### config.mk
export PLATFORM = sky130hd
export DESIGN_NAME = iff_ctrl
export DESIGN_NICKNAME = d
export VERILOG_FILES = /design/src/rtl/integer_field_formatter_macros.svh /design/src/rtl/iff_pkg.sv /design/src/rtl/iff_ctrl.sv
export SDC_FILE = /design/constraint.sdc
export NUM_CORES = 1
export LEC_CHECK = 0
export BUFFER_PORTS_ARGS = -buffer_cell sky130_fd_sc_hd__buf_4
export CORE_AREA = 5 5 42 44
export DETAILED_ROUTE_END_ITERATION = 10
export DIE_AREA = 0 0 47 49
export SLEW_MARGIN = 10
export SYNTH_ARGS = -nofsm -noshare
export SYNTH_HDL_FRONTEND = slang
export SYNTH_SLANG_ARGS = --single-unit
export TNS_END_PERCENT = 1
### constraint.sdc
create_clock -name clk -period 1.9 [get_ports clk]
set_input_delay 0.19 -clock clk [delete_from_list [all_inputs] [get_ports clk]]
set_output_delay 0.19 -clock clk [all_outputs]
set_load 0.1 [all_outputs]
### src/rtl/integer_field_formatter_macros.svh
// assertion macros for the integer field formatter
`ifndef INTEGER_FIELD_FORMATTER_MACROS_SVH
`define INTEGER_FIELD_FORMATTER_MACROS_SVH

// property must hold on every rising clock edge outside reset
`define IFF_ASSERT(label, prop, msg) \
	label: assert property (@(posedge clk) disable iff (!arst_n) (prop)) else $error(msg);

`endif

### src/rtl/iff_pkg.sv
package iff_pkg;

	localparam int MAX_FIELD = 64;
	localparam int CNT_W = 7;

	typedef enum logic [2:0] {
		CMD_SDEC = 3'd0,
		CMD_UDEC = 3'd1,
		CMD_OCT  = 3'd2,
		CMD_HEXL = 3'd3,
		CMD_HEXU = 3'd4
	} cmd_t;

	typedef enum logic [1:0] {
		SZ_INT   = 2'd0,
		SZ_SHORT = 2'd1,
		SZ_LONG  = 2'd2
	} size_mod_t;

	typedef enum logic [2:0] {
		ST_IDLE,
		ST_CONV,
		ST_PLAN,
		ST_EMIT,
		ST_DRAIN
	} state_t;

	// controller to datapath
	typedef struct packed {
		logic load;
		logic conv_step;
		logic plan;
		logic emit;
	} ctrl_t;

	// datapath to controller
	typedef struct packed {
		logic conv_done;
		logic empty;
		logic last_char;
	} stat_t;

endpackage

### src/rtl/iff_ctrl.sv
module iff_ctrl
	import iff_pkg::*;
(
	input  logic  clk,
	input  logic  arst_n,
	input  logic  in_valid,
	output logic  in_ready,
	output logic  out_load,
	input  logic  out_free,
	input  stat_t st,
	output ctrl_t cmd
);

	state_t state_q, state_nx;

	// state register
	always_ff @(posedge clk or negedge arst_n) begin
		if (!arst_n) state_q <= ST_IDLE;
		else state_q <= state_nx;
	end

	// next state and commands
	always_comb begin
		state_nx = state_q;
		cmd = '0;
		in_ready = 1'b0;
		out_load = 1'b0;
		unique case (state_q)
			ST_IDLE: begin
				in_ready = 1'b1;
				if (in_valid) begin
					cmd.load = 1'b1;
					state_nx = ST_CONV;
				end
			end
			ST_CONV: begin
				if (st.conv_done) state_nx = ST_PLAN;
				else cmd.conv_step = 1'b1;
			end
			ST_PLAN: begin
				cmd.plan = 1'b1;
				state_nx = ST_EMIT;
			end
			ST_EMIT: begin
				if (st.empty) state_nx = ST_IDLE;
				else if (out_free) begin
					cmd.emit = 1'b1;
					out_load = 1'b1;
					if (st.last_char) state_nx = ST_IDLE;
				end
			end
			ST_DRAIN: state_nx = ST_IDLE;
			default: state_nx = ST_IDLE;
		endcase
	end

endmodule

# --- Yosys cells after proc, flatten, opt, wreduce, memory -nomap -nowiden ---
# Cells that the tools add are included.
totals:
  elab_cells: 25
  inputBits: 7
  ff_bits: 3
  output_inout_bits: 6
op_classes:
  reduce_logical: 2
  muxes: 15
  n_eq_ne: 7
ops:
  columns: ["cell", "n"]
  rows:
  - ["$mux 3", 5]
  - ["$pmux 3 s4", 1]
  - ["$mux 1", 9]
  - ["$eq 3x2->1 const B", 2]
  - ["$ne 3x3->1 const B", 2]
  - ["$ne 2x2->1 const B", 2]
  - ["$reduce_and 4->1", 1]
  - ["$eq 3x1->1 const B", 1]
  - ["$logic_not 3->1", 1]

# --- Logic depth before layout (Yosys ltp) ---
# Gate-level depths: netlist of the first run.
logic_depth:
  word_depth: 4
  ltp_mapped: 5

# --- Worst setup path before layout of the first run ---
# OpenSTA, ideal clock, no wires.
synth_timing:
  path_kind: "flip-flop to output port"
  from: "register state_q[0]"
  to: "output port cmd[3] in the netlist's numbering"
  stages_incl_launch_ff: 4
  setup_slack_ns: -0.477
  arrival_time_ns: 2.187
  cell_sequence: "dfrtp_1 > inv_1 > ha_1 > and2_1"
synth_lines:
  columns: ["item", "line_no", "rtl"]
  rows:
  - ["start, declared", "iff_ctrl.sv:14", "state_t state_q, state_nx;"]
  - ["start signal, assigned", "iff_ctrl.sv:19", "else state_q <= state_nx;"]
  - ["end, declared", "iff_ctrl.sv:11", "output ctrl_t cmd"]

==> results of run 1 <==
synth_stat cells, drive strengths merged:
cell type / n
a21oi: 1
a221oi: 1
a2bb2oi: 1
and2: 2
buf: 1
dfrtp: 2
ha: 4
inv: 3
mux2: 1
nand2: 1
nor2: 1
nor2b: 2
worst register-to-register path, cell delays in order (launching register included):
cell,delay (ns)
dfrtp_1,0.40
ha_1,0.21
nor2b_4,0.13
a221oi_2,0.26
mux2_1,0.34
metrics by stage:
step                cells  util, %  setup WS [ns]  setup TNS [ns]  area, um2
detailed placement     47     22.3          0.429               0        313
global placement       47     22.3          0.454               0        313
floorplan              20        -         -0.154          -0.154        210
global route           51     24.6          0.249               0        345
CTS                    51     24.6          0.329               0        345
finish                 51     24.6          0.354               0        345
final timing paths:
| kind | from | end | slack (ns) | cells past startpoint |
|---|---|---|---|---|
| setup / recovery | state_q[0] | cmd[0] | 0.35 | 4 |
| hold / removal | arst_n | state_q[1] | 0.29 | 2 |
| setup reg to reg | state_q[0] | state_q[1] | 0.45 | 4 |
| hold reg to reg | state_q[1] | state_q[1] | 0.56 | 1 |
| max in group asynchronous | arst_n | state_q[0] | 1.52 | 2 |
| min in group clk | st[2] | state_q[0] | 0.34 | 4 |
cells in the final DEF, fill, tap and decap left out:
| master | count |
|---|---|
| clkbuf_4 | 3 |
| and2_2 | 1 |
| a221oi_2 | 1 |
| nor2b_4 | 2 |
| dlygate4sd3_1 | 1 |
| buf_4 | 12 |
| a21oi_1 | 1 |
| ha_2 | 1 |
| nor2_1 | 1 |
| inv_1 | 2 |
| ha_1 | 3 |
| dfrtp_1 | 2 |
| mux2_1 | 1 |
| a2bb2oi_1 | 1 |
| nand2_1 | 1 |
| inv_2 | 1 |
| and2_1 | 1 |
per-layer routing:
layer  GRT usage (%)  wire length, um  up-vias
met3            3.69               83        0
li1                -                -       97
met4            5.53                0        0
met1            3.96              119       87
met2            7.47              236        9
met5               0                0        -
cell type report:
type	count	area (um2)
sequential	2	50.0
timing repair buffer	13	100
fill	169	1060
clock buffer	3	22.5
inverter	3	11.3
tap	16	20.0
multi-input combinational	14	141
cell families (layout without fill, tap and decap cells):
group / Yosys count / in the layout / synth area share [%]
AO/OA/AOI/OAI: 3 / 3 / 13.9
buffers and inverters: 4 / 19 / 9.09
adder cells (fa/ha/maj): 4 / 4 / 24.2
AND/OR/NAND/NOR: 6 / 6 / 23.0
multiplexers: 1 / 1 / 5.45
flip-flops: 2 / 2 / 24.2
==> flow_summary_export.csv, run 1 <==
group,metric,value,unit
global_route,antenna_found_initial,0,
setup_path,critPathCaptureType,"output pin",
setup_path,critPathArrivalTime,1.36,ns
finish,largest_register,"state_q",
finish,largest_register_ffs,2,
cts,insertion_delay,0.22,ns
outcome,status,"finished, final reports clean",
synthesis,yosysTopAreaCell,"dfrtp_1",
job,drv_cap,0,
sta,finalSetupViolations,0,
hold_path,hold_path.class,"input port to asynchronous set/reset pin",
synthesis,syn_area,206,um2
drt,dr_total_vias,193,
drt,drt_first_iter_violations,6,
synthesis,synth_seq_cells,2,
drt,drc,0,
synthesis,syn_avg_cell_area,10.3,um2
floorplan,die_w,47,um
finish,reg_top3,"state_q: 2 flops",
cts,cts_tree,"yes",
synthesis,synthTopCellsByArea,"dfrtp_1 (24%), ha_1 (24%), nor2b_4 (13%), a221oi_2 (7.3%), and2_1 (6.1%)",
synthesis,syn_nets,31,
synthesis,yosys_warnings,0,
sta,worst_pin_slew,0.280,ns
cts,hold_buffers,1,
setup_path,path_cells,"ha_1 -> nor2b_4 -> and2_1 -> buf_4",
sta,finClkSkew,0.00440,ns
global_route,track_usage,5.14,%
finish,diodes,0,
cts,cts-root-buf,"clkbuf_4",
drt,routedWlPerCell,8.61,um
sta,max_freq,0.647,GHz
cts,cts_buffers,3,
setup_path,crit_buf_inv,1,
cts,clkTransAtPathRegs,0.03,ns
setup_path,required,1.71,ns
setup_path,crit_path_start_kind,"register",
sta,finalCritPeriodShare,81.4,%
cts,cts_max_path_buffers,2,
floorplan,die_h,49,um
finish,syn2layout_area_growth,67.3,%
floorplan,io_pins,13,
setup_path,crit_family,"flip-flops",
floorplan,die_area,0.00230,mm2
cts,cts_sinks,2,
drt,drtAntennaViolNets,0,
synthesis,ys_seq_area_share,24.2,%
setup_path,crit_fanout,4,
drt,routed_wl,439,um
sta,drv_slew,0,
floorplan,placementRows,14,
sta,hold_viol,0,
sta,fin_crit,1.55,ns
finish,drive_above_1_share,60.0,%
drt,routed_via_density,3.78,
floorplan,core_area,0.00140,mm2
setup_path,max_stage_delay,0.38,ns
synthesis,syn_inst,20,
drt,firstDrtPassIters,2,
cts,cts_setup_buffers,0,
setup_path,crit_type,"register to output pin",
floorplan,initial_core_util,14.7,%
global_route,overflow,0,
finish,nNetsFinal,48,
place,gp_congestion,0.619,
synthesis,synth_top_area_share,24.2,%
sta,rsz0062_at_grt,"false",
cts,cts_max_level,1,
sta,hold_slack,0.285,ns
synthesis,synth_cell_types,13,
place,io_buffers,12,
global_route,grt_max_degree,5,
global_route,grt_pass1_vias,208,
sta,slew_headroom,81.5,%
global_route,grt_first_pass_wirelength,772,um
setup_path,slowest_stage,"dfrtp_1",
cts,cts_resized,0,
Power of run 1 is left out: the tool's default activity adds up to more than one toggle a clock period on the data nets, which glitch-free logic cannot reach.
==> inputs of run 2 (changes only) <==
Settings changed: ABC_AREA set to 1.
Clock period 1.9 ns to 1.3 ns, I/O delays scaled along.
==> run 2 against run 1 <==
Against the previous run: the flow now finishes with violations (setup timing); synthesized cell count is 50% higher; non-clock buffer count is 1 higher; hold slack worse by 0.061 ns; count of clock-buffer cells in the layout stayed put; first-iteration DRC count is 100% lower; sequential share of layout area is 3.9 points lower; critical path type unchanged; highest routed layer unchanged.
==> flow_summary_export.csv, run 2 <==
group,metric,value,unit
synthesis,synth_cell_types,11,
sta,finClkSkew,0.00362,ns
sta,worst_pin_slew,0.203,ns
setup_path,crit_type,"register to output pin",
drt,dr_total_vias,226,
outcome,violations,"setup timing",
sta,worst_slack,-0.0511,ns
cts,insertion_delay,0.22,ns
sta,fin_crit,1.35,ns
finish,largest_register_ffs,2,
floorplan,die_area,0.00230,mm2
floorplan,io_pins,13,
finish,reg_top3,"state_q: 2 flops",
setup_path,r2r_cells,5,
setup_path,rr_startpoint,"state_q[1]",
drt,firstDrtPassIters,1,
sta,hold_viol,0,
global_route,gr-usage-met2,6.33,%
global_route,antenna_found_initial,0,
synthesis,syn_avg_cell_area,7.34,um2
global_route,grt_busiest_layer,"met1",
drt,routed_wl,532,um
finish,largest_register,"state_q",
global_route,grt_first_pass_wirelength,883,um
drt,routed_via_density,3.65,
synthesis,synth_flop_cell,"dfrtp_1",
setup_path,critPathCaptureType,"output pin",
hold_path,hold_path.class,"input port to asynchronous set/reset pin",
synthesis,syn_area,220,um2
sta,drv_slew,0,
global_route,grt_max_degree,5,
global_route,grt_use_met1,6.83,%
global_route,grt_pass1_vias,234,
cts,cts-root-buf,"clkbuf_4",
floorplan,placementRows,14,
drt,drt_first_iter_violations,0,
cts,clkTransAtPathRegs,0.03,ns
sta,max_freq,0.740,GHz
synthesis,synth_seq_cells,2,
sta,finalCritPeriodShare,104,%
floorplan,die_h,49,um
synthesis,syn_inst,30,
sta,hold_slack,0.224,ns
setup_path,worstSetupStartpoint,"state_q[0]",
setup_path,crit_path_start_kind,"register",
global_route,overflow,0,
drt,routedWlPerCell,8.58,um
global_route,track_usage,5.50,%
synthesis,async_flop_share,100,%
setup_path,r2r_slack,0.04,ns
synthesis,synth_edf_count,0,
finish,most-common-layout-cells,"nand2_1 (7), buf_4 (7), buf_12 (5)",
place,dp_hpwl,398,um
place,io_buffers,12,
setup_path,required,1.17,ns
floorplan,die_w,47,um
synthesis,synthTopCellsByCount,"nand2_1 (8), inv_1 (7), ha_1 (4)",
floorplan,initial_core_util,15.7,%
setup_path,critPathArrivalTime,1.22,ns
cts,cts_sinks,2,
place,gp_congestion,0.634,
synthesis,yosys_warnings,0,
finish,diodes,0,
cts,cts_max_path_buffers,2,
synthesis,synthTopCellsByArea,"dfrtp_1 (23%), ha_1 (23%), nand2_1 (14%), inv_1 (12%), nand3_4 (8.0%)",
floorplan,core_area,0.00140,mm2
job,drv_cap,0,
finish,nNetsFinal,59,
drt,drtAntennaViolNets,0,
finish,drive_above_1_share,69.6,%
drt,drc,0,
cts,cts_tree,"yes",
setup_path,worst_r2r_endpoint,"state_q[0]",
sta,finalSetupViolations,4,
sta,slew_headroom,86.5,%
synthesis,ys_seq_area_share,22.7,%
setup_path,crit_fanout,4,
finish,syn2layout_area_growth,124,%
sta,rsz0062_at_grt,"true",
synthesis,yosysTopAreaCell,"dfrtp_1",
synthesis,syn_nets,41,
synthesis,synth_top_area_share,22.7,%
global_route,met3_usage,3.69,%
outcome,status,"complete, but fails checks",
cts,cts_max_level,1,
cts,cts_buffers,3,
synthesis,synth.most_common_cell,"nand2_1",
run 2: cell count changes in the layout (fill, tap and decap cells not counted), sizes merged, moves of 2 or more:
| cell | delta |
|---|---|
| nand3 | +3 |
| nor2b | -2 |
| and2 | -2 |
| clkinvlp | +2 |
| nand2 | +9 |
| inv | +3 |
run 2: final cells by class:
type / count / area (um2)
timing repair buffer: 14 / 174
tap: 16 / 20.0
clock buffer: 3 / 22.5
fill: 145 / 907
inverter: 8 / 40.0
multi-input combinational: 19 / 185
sequential: 2 / 52.6
run 2: routing by layer:
layer	vias up	wire, um
met3	0	73
met2	9	265
met4	0	0
li1	118	-
met5	-	0
met1	99	193
run 2: worst max path at each step:
stage | to | cells past startpoint
after detailed placement | cmd[2] | 5
final | cmd[3] | 5
after global placement | cmd[2] | 5
after global routing | cmd[3] | 5
after CTS | cmd[0] | 3
after floorplan | cmd[3] | 4
run 2: critical path, cell delays in order (launching register included):
cell and delay, ns:
dfrtp_2 0.43, inv_2 0.07, ha_4 0.17, nand2_2 0.07, clkinvlp_4 0.09, buf_12 0.16
run 2: kinds of logic (layout without fill, tap and decap cells):
logic type	after synthesis	in the layout	synth area share, %
fa+ha+maj	4	4	22.7
flops	2	2	22.7
simple gates	15	15	37.5
buf+inv	9	25	17.0
run 2: timing repair:
item | 4_1_cts | 5_1_grt
endpoints found under the setup margin | 6 | 6
endpoints found under the hold margin | 2 | 0
pin swaps | 2 | 1
gates resized for setup | 18 | 8
setup buffers | 1 | 0
hold buffers | 1 | 0
run 2: stage by stage:
stage | cell area, um2 | worst slack (ns) | TNS (ns) | std cells | util [%]
2_1_floorplan | 254 | -0.134 | -0.301 | 30 | -
3_3_place_gp | 353 | 0.0713 | 0 | 57 | 25.2
3_5_place_dp | 353 | 0.0649 | 0 | 57 | 25.2
4_1_cts | 462 | -0.0825 | -0.286 | 62 | 32.9
5_1_grt | 494 | -0.101 | -0.407 | 62 | 35.3
6_report | 494 | -0.0511 | -0.142 | 62 | 35.3
Power of run 2 is left out for the same reason.
==> inputs of run 3 (changes only) <==
Settings changed: CTS_CLUSTER_SIZE set to 28, SKIP_LAST_GASP set to 1.
==> run 3 against run 2 <==
Against the previous run: the run still ends with setup timing left; first-iteration DRC count stayed put; count of clock-buffer cells in the layout stayed put; critical path type unchanged; setup slack better by 0.0050 ns; via count is 0.44% higher; critical path depth stayed put; die area stayed put; cell count stayed put; non-clock buffer count stayed put; wire length is 0.38% higher; flip-flop and latch count stayed put; hold slack stayed put.
==> flow_summary_export.csv, run 3 (same netlist as run 2, synthesis figures left out) <==
group,metric,value,unit
finish,most-common-layout-cells,"buf_4 (8), nand2_1 (7), buf_12 (4)",
cts,cts_max_level,1,
sta,worst_pin_slew,0.278,ns
cts,insertion_delay,0.22,ns
place,dp_hpwl,398,um
floorplan,placementRows,14,
floorplan,die_area,0.00230,mm2
hold_path,hold_path.class,"input port to asynchronous set/reset pin",
setup_path,crit_type,"register to output pin",
finish,largest_register_ffs,2,
sta,worst_slack,-0.0461,ns
sta,finalSetupViolations,5,
place,io_buffers,12,
sta,drv_slew,0,
drt,routed_wl,534,um
setup_path,crit_buf_inv,3,
drt,drt_first_iter_violations,0,
setup_path,crit_path_start_kind,"register",
cts,cts_buffers,3,
floorplan,initial_core_util,15.7,%
global_route,track_usage,5.50,%
global_route,grt_first_pass_wirelength,883,um
drt,wl_met1,196,um
drt,top_layer_used,"met3",
job,drv_cap,0,
drt,dr_wl_met3,73,um
drt,drc,0,
drt,dr_total_vias,227,
drt,routed_via_density,3.66,
setup_path,max_stage_delay,0.43,ns
drt,drtAntennaViolNets,0,
finish,reg_top3,"state_q: 2 flops",
sta,fin_crit,1.35,ns
cts,cts-root-buf,"clkbuf_4",
place,gp_congestion,0.634,
floorplan,die_w,47,um
place,placed_area,353,um2
finish,drive_above_1_share,69.6,%
drt,firstDrtPassIters,1,
cts,cts_max_path_buffers,2,
setup_path,path_cells,"inv_2 -> ha_4 -> nand2_2 -> clkinvlp_4 -> buf_12",
finish,largest_register,"state_q",
sta,rsz0062_at_grt,"true",
outcome,violations,"setup timing",
finish,diodes,0,
global_route,overflow,0,
sta,hold_viol,0,
setup_path,required,1.17,ns
setup_path,crit_family,"flip-flops",
setup_path,crit_fanout,4,
finish,final_common_cell,"buf_4",
sta,finalCritPeriodShare,104,%
sta,slew_headroom,81.6,%
setup_path,critPathArrivalTime,1.22,ns
setup_path,slowest_stage,"dfrtp_2",
drt,routedWlPerCell,8.61,um
cts,cts_sinks,2,
cts,cts_tree,"yes",
outcome,status,"complete, but fails checks",
finish,final_cell_area,474,um2
finish,syn2layout_area_growth,115,%
global_route,antenna_found_initial,0,
global_route,grt_pass1_vias,234,
floorplan,die_h,49,um
sta,finClkSkew,0.00362,ns
global_route,grt_max_degree,5,
finish,nNetsFinal,59,
setup_path,critPathCaptureType,"output pin",
floorplan,core_area,0.00140,mm2
floorplan,io_pins,13,
sta,max_freq,0.743,GHz
cts,clkTransAtPathRegs,0.03,ns
finish,fillCellCount,150,
drt,wl_met2,263,um
[run 3: repair_timing]
action                     CTS  global route
pin swaps                    1             1
hold endpoints to repair     2             0
setup endpoints to repair    6             6
gates resized for setup     11            10
cloned                       0             0
setup buffers                1             0
hold buffers                 1             0
[run 3: cell type report]
class                           instances  area (um2)  area share, %
Clock buffer                            3        22.5           4.75
Inverter                                8        37.5           7.92
Multi-Input combinational cell         19         180           38.0
Sequential cell                         2        52.6           11.1
Tap cell                               16        20.0           4.22
Timing Repair Buffer                   14         161           34.0
[run 3: metrics by stage]
stage	TNS (ns)	setup slack [ns]	hold WS (ns)	instances	utilization, %
floorplan	-0.301	-0.134	-0.166	30	-
global placement	0	0.0713	-0.0862	57	25.2
detailed placement	0	0.0649	-0.0861	57	25.2
CTS	-0.443	-0.0825	0.211	62	31.1
global route	-0.509	-0.100	0.236	62	33.8
finish	-0.182	-0.0461	0.224	62	33.8
[run 3: final timing paths]
| path | from | end | slack [ns] | cells past startpoint |
|---|---|---|---|---|
| setup / recovery | state_q[0] | cmd[3] | -0.05 | 5 |
| min in group clk | st[1] | state_q[1] | 0.31 | 5 |
| hold / removal | arst_n | state_q[1] | 0.22 | 2 |
| hold reg to reg | state_q[0] | state_q[0] | 0.60 | 2 |
| max in group asynchronous | arst_n | state_q[0] | 0.97 | 2 |
| setup reg to reg | state_q[1] | state_q[0] | 0.08 | 5 |
[run 3: routing by layer]
layer	GRT usage, %	vias to the layer above
met1	6.61	100
met3	3.69	0
met4	4.15	0
li1	-	118
met2	6.56	9
met5	0	-
Power of run 3 is left out for the same reason.
